`src/sv/abls_pkg.sv`:
```
// ----------------------------------------------------------------------------
// abls_pkg
// Shared constants, payload types and helpers for the area bisecting line
// search block.
// ----------------------------------------------------------------------------
package abls_pkg;

   // sizing
   localparam int MAX_SQUARES = 1024;
   localparam int COORD_BITS  = 16;
   localparam int FRAC_BITS   = 20;
   localparam int FIELD_W     = 16;

   localparam int LINE_W      = COORD_BITS + 1 + FRAC_BITS;
   localparam int STORE_LOG   = $clog2(MAX_SQUARES);
   localparam int ADDR_W      = (STORE_LOG > 0) ? STORE_LOG : 1;
   localparam int COUNT_W     = $clog2(MAX_SQUARES + 1);
   localparam int SQUARE_W    = 2 * COORD_BITS;
   localparam int AREA_W      = SQUARE_W + STORE_LOG;
   localparam int PART_TERM_W = COORD_BITS + FRAC_BITS;
   localparam int PART_W      = PART_TERM_W + STORE_LOG;

   // queue between front and back
   localparam int QUEUE_DEPTH = 2;
   localparam int QPTR_W      = (QUEUE_DEPTH > 1) ? $clog2(QUEUE_DEPTH) : 1;
   localparam int QCNT_W      = $clog2(QUEUE_DEPTH + 1);

   typedef logic [COORD_BITS-1:0] coord_type;

   typedef struct packed {
      logic [FIELD_W-1:0] bottom_edge;
      logic [FIELD_W-1:0] side_length;
      logic               final_square;
   } req_payload_type;

   typedef struct packed {
      logic [LINE_W-1:0] line_height;
      logic              capacity_exceeded;
   } rsp_payload_type;

   // classified square handed from front to back
   typedef struct packed {
      coord_type         bottom;
      coord_type         side;
      logic              last;
      logic              keep;
      logic [ADDR_W-1:0] addr;
   } square_cmd_type;

   // per-square area contribution out of the slice unit
   typedef struct packed {
      logic                   valid;
      logic [SQUARE_W-1:0]    whole;
      logic [PART_TERM_W-1:0] part;
   } slice_term_type;

   // keep the low coordinate bits of an input field
   function automatic coord_type to_coord(input logic [FIELD_W-1:0] value);
      logic [FIELD_W+COORD_BITS-1:0] ext;
      ext = {{COORD_BITS{1'b0}}, value};
      return ext[COORD_BITS-1:0];
   endfunction

endpackage

```
`src/sv/abls_front.sv`:
```
// ----------------------------------------------------------------------------
// abls_front
// Accepts squares, masks coordinates, decides keep or drop against the store
// capacity, assigns store addresses and queues them for the back end.
// ----------------------------------------------------------------------------
module abls_front
   import abls_pkg::*;
(
   input  logic            clock,
   input  logic            reset,
   input  logic            req_valid,
   output logic            req_ready,
   input  req_payload_type req_data,
   output logic            cmd_valid,
   output square_cmd_type  cmd_data,
   input  logic            cmd_pop
);

   square_cmd_type     queue_ff [QUEUE_DEPTH];
   logic [QPTR_W-1:0]  wr_ptr_ff, wr_ptr_in;
   logic [QPTR_W-1:0]  rd_ptr_ff, rd_ptr_in;
   logic [QCNT_W-1:0]  fill_ff, fill_in;
   logic [COUNT_W-1:0] kept_ff, kept_in;
   logic               push;
   logic               pop;
   square_cmd_type     cmd_in;

   assign req_ready = fill_ff < QCNT_W'(QUEUE_DEPTH);
   assign push      = req_valid && req_ready;
   assign cmd_valid = fill_ff != '0;
   assign pop       = cmd_pop && cmd_valid;
   assign cmd_data  = queue_ff[rd_ptr_ff];

   always_comb begin
      cmd_in.bottom = to_coord(req_data.bottom_edge);
      cmd_in.side   = to_coord(req_data.side_length);
      cmd_in.last   = req_data.final_square;
      cmd_in.keep   = kept_ff < COUNT_W'(MAX_SQUARES);
      cmd_in.addr   = kept_ff[ADDR_W-1:0];

      kept_in = kept_ff;
      if (push) begin
         if (cmd_in.last) begin
            kept_in = '0;
         end else if (cmd_in.keep) begin
            kept_in = kept_ff + COUNT_W'(1);
         end
      end

      wr_ptr_in = wr_ptr_ff;
      if (push) begin
         wr_ptr_in = (wr_ptr_ff == QPTR_W'(QUEUE_DEPTH - 1)) ? '0 : wr_ptr_ff + QPTR_W'(1);
      end
      rd_ptr_in = rd_ptr_ff;
      if (pop) begin
         rd_ptr_in = (rd_ptr_ff == QPTR_W'(QUEUE_DEPTH - 1)) ? '0 : rd_ptr_ff + QPTR_W'(1);
      end
      fill_in = fill_ff + QCNT_W'(push) - QCNT_W'(pop);
   end

   always_ff @(posedge clock) begin
      if (reset) begin
         wr_ptr_ff <= '0;
         rd_ptr_ff <= '0;
         fill_ff   <= '0;
         kept_ff   <= '0;
      end else begin
         wr_ptr_ff <= wr_ptr_in;
         rd_ptr_ff <= rd_ptr_in;
         fill_ff   <= fill_in;
         kept_ff   <= kept_in;
      end
   end

   always_ff @(posedge clock) begin
      if (push) begin
         queue_ff[wr_ptr_ff] <= cmd_in;
      end
   end

`ifndef SYNTH
   a_queue_no_overflow: assert property (@(posedge clock) disable iff (reset)
      fill_ff <= QCNT_W'(QUEUE_DEPTH))
      else $error("square queue over capacity");
`endif

endmodule

```
`config.mk`:
```
export PLATFORM = sky130hd
export DESIGN_NAME = abls_front
export DESIGN_NICKNAME = d
export VERILOG_FILES = /design/src/sv/abls_pkg.sv /design/src/sv/abls_front.sv
export SDC_FILE = /design/constraint.sdc
export NUM_CORES = 1
export LEC_CHECK = 0
export ABC_AREA = 1
export BUFFER_PORTS_ARGS = -buffer_cell sky130_fd_sc_hd__buf_2
export CORE_MARGIN = 3
export CORE_UTILIZATION = 49
export CTS_CLUSTER_SIZE = 14
export DETAILED_ROUTE_END_ITERATION = 6
export PLACE_DENSITY = 0.87
export SLEW_MARGIN = 20
export SYNTH_ARGS = -nofsm -noshare
export SYNTH_HDL_FRONTEND = slang
export SYNTH_SLANG_ARGS = --single-unit
```
`constraint.sdc`:
```
create_clock -name clock -period 3 [get_ports clock]
set_input_delay 0.3 -clock clock [delete_from_list [all_inputs] [get_ports clock]]
set_output_delay 0.3 -clock clock [all_outputs]
set_load 0.02 [all_outputs]
```
# --- After elaboration in Yosys (flattened, before gate mapping) ---
# Memories as Yosys holds them, arrays and structs flattened. A register that Yosys moved wholly into a read port is not among the register bits.
# Cells that the tools add are included.
op_classes:
  addsub: 5
  magnitude_cmp: 2
  muxes: 8
  reduce_logical: 5
ops:
  columns: ["operator", "n"]
  rows:
  - ["2-to-1 mux 11 bit", 2]
  - ["adder 11 x 1 -> 11 bit (second input constant)", 1]
  - ["< comparator 11 bit (second input constant)", 1]
  - ["2-to-1 mux 1 bit", 6]
  - ["nonzero test 2 bit", 2]
  - ["adder 1 bit (second input constant)", 2]
  - ["adder 2 x 1 -> 2 bit", 1]
  - ["logical AND 1 bit", 2]
  - ["< comparator 2 bit (second input constant)", 1]
  - ["AND reduction 2 bit", 1]
  - ["subtractor 2 x 1 -> 2 bit", 1]
totals:
  regBits: 15
  mem_bits_rw: 88
  input_bits: 37
  out_inout_bits: 46
  memories: 1
memory_table:
  columns: ["memory", "depth", "width", "read_ports", "rd_ports_with_merged_regs", "wr", "line_no", "source"]
  rows:
  - ["queue_ff", 2, 44, 1, 1, 1, "abls_front.sv:19", "square_cmd_type queue_ff [QUEUE_DEPTH];"]

# --- Depth between registers and ports, before layout ---
# Gate-level depths: netlist of the first run.
logic_depth:
  depth_word: 4
  ltp_mapped: 9
  ltp_nobuf: 9

# --- Worst setup path before layout of the first run ---
# No wires, ideal clock.
synth_path:
  path_type: "register to register"
  from: "register fill_ff[1]"
  to: "memory queue_ff[1][0] in the netlist's numbering, enable pin"
  setup_ns: 0.447
  t_arrival_ns: 2.417
  slack_ns: 0.136
  path_stages_with_launch: 4
  path_buffers: 0
  synth_period_minus_slack_ns: 2.864
  path_cell_list: "dfxtp_1 -> inv_2 -> nand2_4 -> nor2_1"
synth_via:
  elab_chain_len: 4
synth_lines:
  columns: ["item", "line_no", "source"]
  rows:
  - ["start, declared", "abls_front.sv:22", "logic [QCNT_W-1:0] fill_ff, fill_in;"]
  - ["start signal, assigned", "abls_front.sv:70", "fill_ff <= fill_in;"]
  - ["< comparator 2 bit", "abls_front.sv:28", "assign req_ready = fill_ff < QCNT_W'(QUEUE_DEPTH);"]
  - ["via req_ready", "abls_front.sv:12", "output logic req_ready,"]
  - ["logical AND 1 bit", "abls_front.sv:29", "assign push = req_valid && req_ready;"]
  - ["2-to-1 mux 1 bit", "abls_front.sv:76", "if (push) begin"]
  - ["2-to-1 mux 1 bit (implied by the code)", "abls_front.sv:77", "queue_ff[wr_ptr_ff] <= cmd_in;"]
  - ["end, declared", "abls_front.sv:19", null]
# The timed path passes the listed nets, and every way through them passes these cells.

==> insert_results.sql, run 1 <==
INSERT INTO impl_metrics (metric_group, metric, value, unit) VALUES
('clock_network', 'cts_resized', '0', ''),
('synthesis', 'post_synthesis_register_bit_count', '104', ''),
('clock_network', 'h-tree-depth', '3', ''),
('min_path', 'instance_count_along_the_most_critical_hold_path', '1', ''),
('power_and_ir_drop', 'power_leakage', '0.00177', 'uW'),
('sta', 'finalCritPeriodShare', '77.2', '%'),
('final_layout', 'final_core_utilization', '60.4', '%'),
('synthesis', 'syn-num-nets', '283', ''),
('sta', 'timing.hold.ws', '0.127', 'ns'),
('global_route', 'gr-total-overflow', '0', ''),
('die', 'die_h', '95.8', 'um'),
('worst_setup_path', 'worstSetupStartpointType', 'flop', ''),
('global_route', 'vias_in_the_first_global_route', '2179', ''),
('power_and_ir_drop', 'netSwitchingPower', '1180', 'uW'),
('synthesis', 'post_synth_mux_area_share', '12.5', '%'),
('final_layout', 'finish.net_count', '372', ''),
('sta', 'timing.slew.headroom', '29.6', '%'),
('global_route', 'largest_net_degree_at_the_start_of_global_routing', '45', ''),
('drt', 'detail-route-antenna-nets', '0', ''),
('power_and_ir_drop', 'comb_power_share', '27.0', '%'),
('power_and_ir_drop', 'pwr-share-clk', '21.0', '%'),
('drt', 'detail_route.iter0.violations', '86', ''),
('worst_setup_path', 'endpoint_kind', 'output pin', ''),
('worst_setup_path', 'timing.critical_path.fanout_max', '44', ''),
('worst_setup_path', 'required_arrival_time_at_the_worst_endpoint', '2.70', 'ns'),
('synthesis', 'synth_warnings', '0', ''),
('drt', 'wl_on_met1', '2.66', 'mm'),
('synthesis', 'syn_inst', '243', ''),
('global_route', 'grt_pass1_wl', '10.1', 'mm'),
('drt', 'drcViolationCount', '0', ''),
('drt', 'detail_route.wl_per_cell', '14.9', 'um'),
('placement', 'place_hpwl', '4.55', 'mm'),
('power_and_ir_drop', 'power_per_cell_area', '791', 'mW/mm^2'),
('worst_setup_path', 'criticalPathCategory', 'reg -> out', ''),
('synthesis', 'mappedNetlistArea', '0.00395', 'mm^2'),
('die', 'initial_utilization', '50.9', '%'),
('placement', 'place.gp.congestion', '0.795', ''),
('drt', 'postRouteWirelength', '6.53', 'mm'),
('clock_network', 'cts-buffers-inserted', '9', ''),
('clock_network', 'tritoncts', 'yes', ''),
('clock_network', 'clkLatencyLatePin', '0.35', 'ns'),
('die', 'ioPinCount', '83', ''),
('final_layout', 'num_antenna_cells', '0', ''),
('sta', 'fin_worst_skew', '0.00637', 'ns'),
('worst_setup_path', 'cp_data_arrival_time', '2.02', 'ns'),
('sta', 'unrepaired_setup_endpoints_after_global_routing', 'false', ''),
('drt', 'met2WireLength', '3.31', 'mm'),
('power_and_ir_drop', 'intPower', '2530', 'uW'),
('die', 'chipWidth', '95.8', 'um'),
('placement', 'io_buffer_count', '82', ''),
('synthesis', 'postSynthAreaPerCell', '16.3', 'um^2'),
('sta', 'timing.final.setup_violations', '0', ''),
('clock_network', 'clkSlewWorstSetupHoldPaths', '0.10', 'ns'),
('outcome', 'status', 'completed', ''),
('global_route', 'antenna_found_initial', '0', ''),
('sta', 'post_layout_min_period', '2.32', 'ns'),
('clock_network', 'cts_sinks', '104', ''),
('min_path', 'min_path_type', 'in -> reg', ''),
('sta', 'fmax', '432', 'MHz'),
('synthesis', 'netlist.area_leader.share', '66.9', '%'),
('final_layout', 'layout-drive-gt1-share', '46.0', '%'),
('final_layout', 'synthToLayoutAreaGrowth', '18.7', '%'),
('drt', 'via_count_normalized_by_instance_count', '4.94', ''),
('synthesis', 'synth-compound-area-share', '2.56', '%'),
('clock_network', 'cts_post_setup_buffers_inserted', '0', ''),
('synthesis', 'count_of_different_cell_masters_after_synthesis', '23', ''),
('synthesis', 'synth_top_family_by_area', 'multiplexers', ''),
('synthesis', 'seq_area_frac_synth', '75.0', '%'),
('flow_run', 'maxCapViolations', '0', ''),
('synthesis', 'simple_gate_portion_of_the_synthesized_area', '6.30', '%'),
('drt', 'wl_met3', '484', 'um');
## logic make-up after synthesis
| family | after synthesis |
|---|---|
| compound gates | 19 |
| xor+xnor | 1 |
| buf+inv | 22 |
| simple gates | 50 |
| flops | 104 |
| mux | 44 |
| fa+ha+maj | 3 |
## layer usage
layer | up-vias | global-route usage [%]
met5 | - | 0
met4 | 0 | 5.45
met3 | 8 | 4.93
met2 | 64 | 24.8
met1 | 1033 | 17.4
li1 | 1063 | -
## power groups by stage
stage	registers [uW]	clock network, uW	logic, uW
2_1_floorplan	1890	0	749
3_3_place_gp	1950	0	994
3_5_place_dp	1970	0	1010
4_1_cts	1940	795	1020
5_1_grt	1960	873	1080
6_report	1930	781	1000
## final timing paths
path               startpoint              end  slack [ns]
setup / recovery         flop      cmd_data[1]        0.68
hold / removal    req_data[1]  queue_ff[0][12]        0.13
setup reg to reg   fill_ff[1]       fill_ff[1]        1.28
hold reg to reg     rd_ptr_ff             flop        0.45
## cells in the final DEF, fill, tap and decap left out, drive strengths merged, types with 2 or more instances in the layout
cell,count
clkbuf,10
edfxtp,88
nor3,4
mux2,44
clkinvlp,2
buf,84
a21oi,11
nor2,17
clkinv,2
inv,18
o21ai,7
nand2,21
dfxtp,16
nand3,5
ha,3
## cell usage after synthesis
master and n:
sky130_fd_sc_hd__nor3b_1 1, sky130_fd_sc_hd__nor3_1 4, sky130_fd_sc_hd__mux2_2 44, sky130_fd_sc_hd__a21oi_1 11, sky130_fd_sc_hd__o21ai_0 7, sky130_fd_sc_hd__nand4_1 1, sky130_fd_sc_hd__nor2_2 2, sky130_fd_sc_hd__or2_2 1
sky130_fd_sc_hd__xnor2_1 1, sky130_fd_sc_hd__nor2_1 14, sky130_fd_sc_hd__o21bai_2 1, sky130_fd_sc_hd__inv_2 1, sky130_fd_sc_hd__ha_1 3, sky130_fd_sc_hd__nand3_1 4, sky130_fd_sc_hd__buf_6 1, sky130_fd_sc_hd__edfxtp_1 88
sky130_fd_sc_hd__dfxtp_1 16, sky130_fd_sc_hd__nor2_8 1, sky130_fd_sc_hd__buf_2 5, sky130_fd_sc_hd__nand2_4 2, sky130_fd_sc_hd__nand3_2 1, sky130_fd_sc_hd__nand2_1 19, sky130_fd_sc_hd__inv_1 15
## stage by stage
step                setup WS (ns)  area [um^2]  total power [uW]
global placement             1.06         4510              2950
global route                0.555         4690              3910
CTS                         0.651         4690              3750
floorplan                   0.136         3950              2640
detailed placement           1.06         4510              2980
finish                      0.685         4690              3710
## flip-flops by register name, summed over array words and instances, names as in the netlist, named ones only
| signal | flops |
|---|---|
| kept_ff | 11 |
| wr_ptr_ff | 1 |
| queue_ff | 88 |
| rd_ptr_ff | 1 |
| fill_ff | 2 |
## worst max-delay path, cell delays in order, from the launching register on
cell	delay (ns)
sky130_fd_sc_hd__dfxtp_2	1.02
sky130_fd_sc_hd__mux2_2	0.44
sky130_fd_sc_hd__buf_2	0.16
## final cells by class
| type | count | area (um^2) | area share (%) |
|---|---|---|---|
| clock inverters | 6 | 52.6 | 1.12 |
| inverters | 16 | 60.1 | 1.28 |
| clock buffers | 10 | 128 | 2.72 |
| multi-input cells | 117 | 907 | 19.3 |
| repair buffers | 84 | 450 | 9.61 |
| flip-flops and latches | 104 | 2960 | 63.2 |
| well taps | 102 | 128 | 2.72 |
Power figures use the tool's default switching activity.
==> run 2: changes to the inputs <==
--- a/config.mk
+++ b/config.mk
@@ -5,7 +5,7 @@
 export SDC_FILE = /design/constraint.sdc
 export NUM_CORES = 1
 export LEC_CHECK = 0
-export ABC_AREA = 1
+export ABC_AREA = 0
 export BUFFER_PORTS_ARGS = -buffer_cell sky130_fd_sc_hd__buf_2
 export CORE_MARGIN = 3
 export CORE_UTILIZATION = 49
==> constraint.sdc (replaced) <==
create_clock -name clock -period 2.1 [get_ports clock]
set_input_delay 0.21 -clock clock [delete_from_list [all_inputs] [get_ports clock]]
set_output_delay 0.21 -clock clock [all_outputs]
set_load 0.02 [all_outputs]
==> run 2 against run 1 <==
Worst hold slack worse by 0.082 ns. Final cell count down 5.0%. Clock power up 54%. Critical path depth up 6. Sequential power up 39%. Clock-buffer cell count unchanged. Worst setup slack worse by 0.36 ns. Highest routed layer unchanged.
==> insert_results.sql, run 2 <==
INSERT INTO impl_metrics (metric_group, metric, value, unit) VALUES
('synthesis', 'post_synth_mux_area_share', '12.5', '%'),
('global_route', 'vias_in_the_first_global_route', '2001', ''),
('clock_network', 'cts-buffers-inserted', '9', ''),
('clock_network', 'cts_sinks', '104', ''),
('power_and_ir_drop', 'p_sw_share', '30.5', '%'),
('final_layout', 'final_core_utilization', '60.9', '%'),
('placement', 'place.gp.congestion', '0.762', ''),
('synthesis', 'postSynthAreaPerCell', '18.0', 'um^2'),
('final_layout', 'finish.net_count', '350', ''),
('worst_setup_path', 'cp_data_arrival_time', '2.01', 'ns'),
('synthesis', 'postSynth.topFlopCell', 'sky130_fd_sc_hd__edfxtp_1', ''),
('placement', 'place_hpwl', '4.48', 'mm'),
('drt', 'drcViolationCount', '0', ''),
('synthesis', 'mappedNetlistArea', '0.00395', 'mm^2'),
('final_layout', 'biggestRegsByFlops', 'queue_ff (88), kept_ff (11), fill_ff (2)', ''),
('synthesis', 'synth_largest_area_cell', 'sky130_fd_sc_hd__edfxtp_1', ''),
('die', 'chipWidth', '95.8', 'um'),
('drt', 'first_pass_iters', '4', ''),
('min_path', 'min_path_type', 'in -> reg', ''),
('worst_setup_path', 'endpoint_kind', 'flop', ''),
('final_layout', 'num_antenna_cells', '0', ''),
('final_layout', 'synthToLayoutAreaGrowth', '19.6', '%'),
('clock_network', 'cts_resized', '0', ''),
('clock_network', 'ctsRootBufferMaster', 'sky130_fd_sc_hd__clkbuf_8', ''),
('synthesis', 'yosys.area_share.adder', '0.949', '%'),
('die', 'ioPinCount', '83', ''),
('global_route', 'largest_net_degree_at_the_start_of_global_routing', '45', ''),
('clock_network', 'clkLatencyLatePin', '0.35', 'ns'),
('synthesis', 'seq_area_frac_synth', '74.9', '%'),
('power_and_ir_drop', 'pwr-share-clk', '21.7', '%'),
('power_and_ir_drop', 'power.share.sequential', '48.7', '%'),
('synthesis', 'synth_warnings', '0', ''),
('worst_setup_path', 'required_arrival_time_at_the_worst_endpoint', '2.34', 'ns'),
('global_route', 'groute.layer.met3.usage', '4.22', '%'),
('final_layout', 'final_common_cell', 'sky130_fd_sc_hd__edfxtp_1', ''),
('final_layout', 'layout_common_cells', 'sky130_fd_sc_hd__edfxtp_1, sky130_fd_sc_hd__buf_2, sky130_fd_sc_hd__mux2_2', ''),
('synthesis', 'synth.top_cells.by_area', 'sky130_fd_sc_hd__edfxtp_1, sky130_fd_sc_hd__mux2_2, sky130_fd_sc_hd__dfxtp_1', ''),
('drt', 'detail_route.wl_per_cell', '15.3', 'um'),
('power_and_ir_drop', 'intPower', '3840', 'uW'),
('sta', 'fin_setup_tns', '0', 'ns'),
('final_layout', 'largest_register_ff_count', '88', ''),
('placement', 'worst_case_setup_slack_after_placement', '0.327', 'ns'),
('global_route', 'antenna_found_initial', '0', ''),
('drt', 'detail-route-antenna-nets', '0', ''),
('global_route', 'grt.busiest_layer', 'met2', ''),
('worst_setup_path', 'worstSetupStartpointType', 'flop', ''),
('synthesis', 'count_of_different_cell_masters_after_synthesis', '29', ''),
('synthesis', 'netlist.area_leader.share', '66.8', '%'),
('worst_setup_path', 'timing.critical_path.fanout_max', '3', ''),
('die', 'die_h', '95.8', 'um'),
('flow_run', 'maxCapViolations', '0', ''),
('power_and_ir_drop', 'vdd_ir_drop_max', '480', 'uV'),
('drt', 'detail_route.iter0.violations', '80', ''),
('sta', 'finalCritPeriodShare', '84.5', '%'),
('sta', 'timing.final.setup_violations', '0', ''),
('synthesis', 'post_synth_xor_area_fraction', '2.44', '%'),
('placement', 'io_buffer_count', '82', ''),
('synthesis', 'post-synth-top-count-cell', 'sky130_fd_sc_hd__edfxtp_1', ''),
('clock_network', 'clkSlewWorstSetupHoldPaths', '0.10', 'ns'),
('synthesis', 'post_synthesis_register_bit_count', '104', ''),
('synthesis', 'syn_inst', '220', ''),
('synthesis', 'synth-async-reset-ratio', '0', '%'),
('global_route', 'grtUsageMet1', '18.4', '%'),
('synthesis', 'syn-num-nets', '260', ''),
('power_and_ir_drop', 'total_power', '5520', 'uW'),
('power_and_ir_drop', 'power_leakage', '0.00173', 'uW'),
('outcome', 'status', 'completed', ''),
('final_layout', 'largest-register', 'queue_ff', ''),
('synthesis', 'synth-compound-area-share', '1.04', '%'),
('global_route', 'grt_pass1_wl', '9.73', 'mm'),
('global_route', 'gr-total-overflow', '0', ''),
('global_route', 'groute.layer.met2.usage', '23.3', '%'),
('clock_network', 'h-tree-depth', '3', ''),
('power_and_ir_drop', 'netSwitchingPower', '1680', 'uW'),
('synthesis', 'simple_gate_portion_of_the_synthesized_area', '6.49', '%'),
('sta', 'hold_violations', '0', ''),
('power_and_ir_drop', 'comb_power_share', '29.6', '%'),
('sta', 'timing.hold.ws', '0.0446', 'ns'),
('clock_network', 'post_cts_hold_buffer_count', '0', ''),
('sta', 'unrepaired_setup_endpoints_after_global_routing', 'false', ''),
('die', 'coreArea', '0.00777', 'mm^2'),
('worst_setup_path', 'criticalPathCategory', 'reg -> reg', ''),
('die', 'die_area', '0.00918', 'mm^2'),
('drt', 'postRouteWirelength', '6.40', 'mm'),
('sta', 'tightestPinTransition', '0.366', 'ns'),
('sta', 'fmax', '563', 'MHz'),
('synthesis', 'commonest_cells_in_the_synthesized_netlist', 'sky130_fd_sc_hd__edfxtp_1, sky130_fd_sc_hd__mux2_2, sky130_fd_sc_hd__dfxtp_1, sky130_fd_sc_hd__nor2_1, sky130_fd_sc_hd__xnor2_1', ''),
('global_route', 'total_routing_usage_reported_by_global_routing', '14.3', '%'),
('synthesis', 'number_of_flops_mapped_to_enable_cells_by_yosys', '88', ''),
('final_layout', 'layout-drive-gt1-share', '49.8', '%'),
('clock_network', 'cts_post_setup_buffers_inserted', '0', ''),
('clock_network', 'tritoncts', 'yes', ''),
('sta', 'number_of_pins_exceeding_their_max_slew_limit_in_the_final_report', '0', ''),
('worst_setup_path', 'timing.critical_path.slowest_stage_cell', 'sky130_fd_sc_hd__dfxtp_1', ''),
('worst_setup_path', 'largest_stage_delay_on_the_critical_path', '0.33', 'ns'),
('sta', 'post_layout_min_period', '1.77', 'ns'),
('drt', 'routed-via-count', '2068', ''),
('power_and_ir_drop', 'power_per_cell_area', '1170', 'mW/mm^2'),
('drt', 'via_count_normalized_by_instance_count', '4.96', ''),
('clock_network', 'clock_path_buffers', '2', ''),
('die', 'placement_rows', '32', ''),
('sta', 'fin_worst_skew', '0.0103', 'ns'),
('synthesis', 'synth_top_family_by_area', 'multiplexers', ''),
('worst_setup_path', 'cells_along_the_critical_path', 'or2_2 > and2_1 > ha_1 > inv_1 > ha_1 > xnor2_1 > xnor2_1 > nor2_1', ''),
('die', 'initial_utilization', '50.9', '%'),
('sta', 'timing.slew.headroom', '75.6', '%'),
('sta', 'post-route-worst-setup-slack', '0.325', 'ns');
run 2: cells by family after synthesis:
family / Yosys count
multiplexers: 44
buffers and inverters: 13
adder cells (fa/ha/maj): 3
AO/OA/AOI/OAI: 7
flip-flops: 104
AND/OR/NAND/NOR: 38
XOR/XNOR: 11
run 2: cell type report:
type                       instances  area (um^2)
fill                             567         3040
sequential                       104         2960
multi-input combinational        103          936
timing repair buffer              86          478
clock buffer                      10          128
tap                              102          128
clock inverter                     6         68.8
inverter                           6         25.0
run 2: routing by layer:
layer	wire length (um)	up-vias
met2	3130	64
li1	-	1011
met5	0	-
met1	2740	984
met3	445	9
met4	86	0
run 2: path summary, 6_finish.rpt:
check / startpoint / slack (ns) / end / cells past startpoint
hold reg to reg: rd_ptr_ff / 0.53 / flop / 2
hold / removal: req_data[23] / 0.04 / queue_ff[0][34] / 1
setup reg to reg: fill_ff[1] / 0.33 / fill_ff[1] / 8
setup / recovery: fill_ff[1] / 0.33 / fill_ff[1] / 8
run 2: critical path: cells and delay by family (launching register included):
kind / cells / cell delay (ns)
simple gates: 3 / 0.55
fa+ha+maj: 2 / 0.46
flops: 1 / 0.33
xor+xnor: 2 / 0.30
buf+inv: 1 / 0.04
run 2: stage by stage:
| stage | instances | instance area, um^2 |
|---|---|---|
| finish | 417 | 4730 |
| global route | 417 | 4730 |
| CTS | 417 | 4730 |
| detailed placement | 401 | 4530 |
| global placement | 401 | 4530 |
| floorplan | 220 | 3960 |
run 2: power groups by stage:
stage,Clock [uW],Combinational [uW],Sequential [uW]
floorplan,0,1160,2710
global placement,0,1640,2720
detailed placement,0,1660,2740
CTS,1220,1670,2690
global route,1320,1770,2720
finish,1200,1640,2690
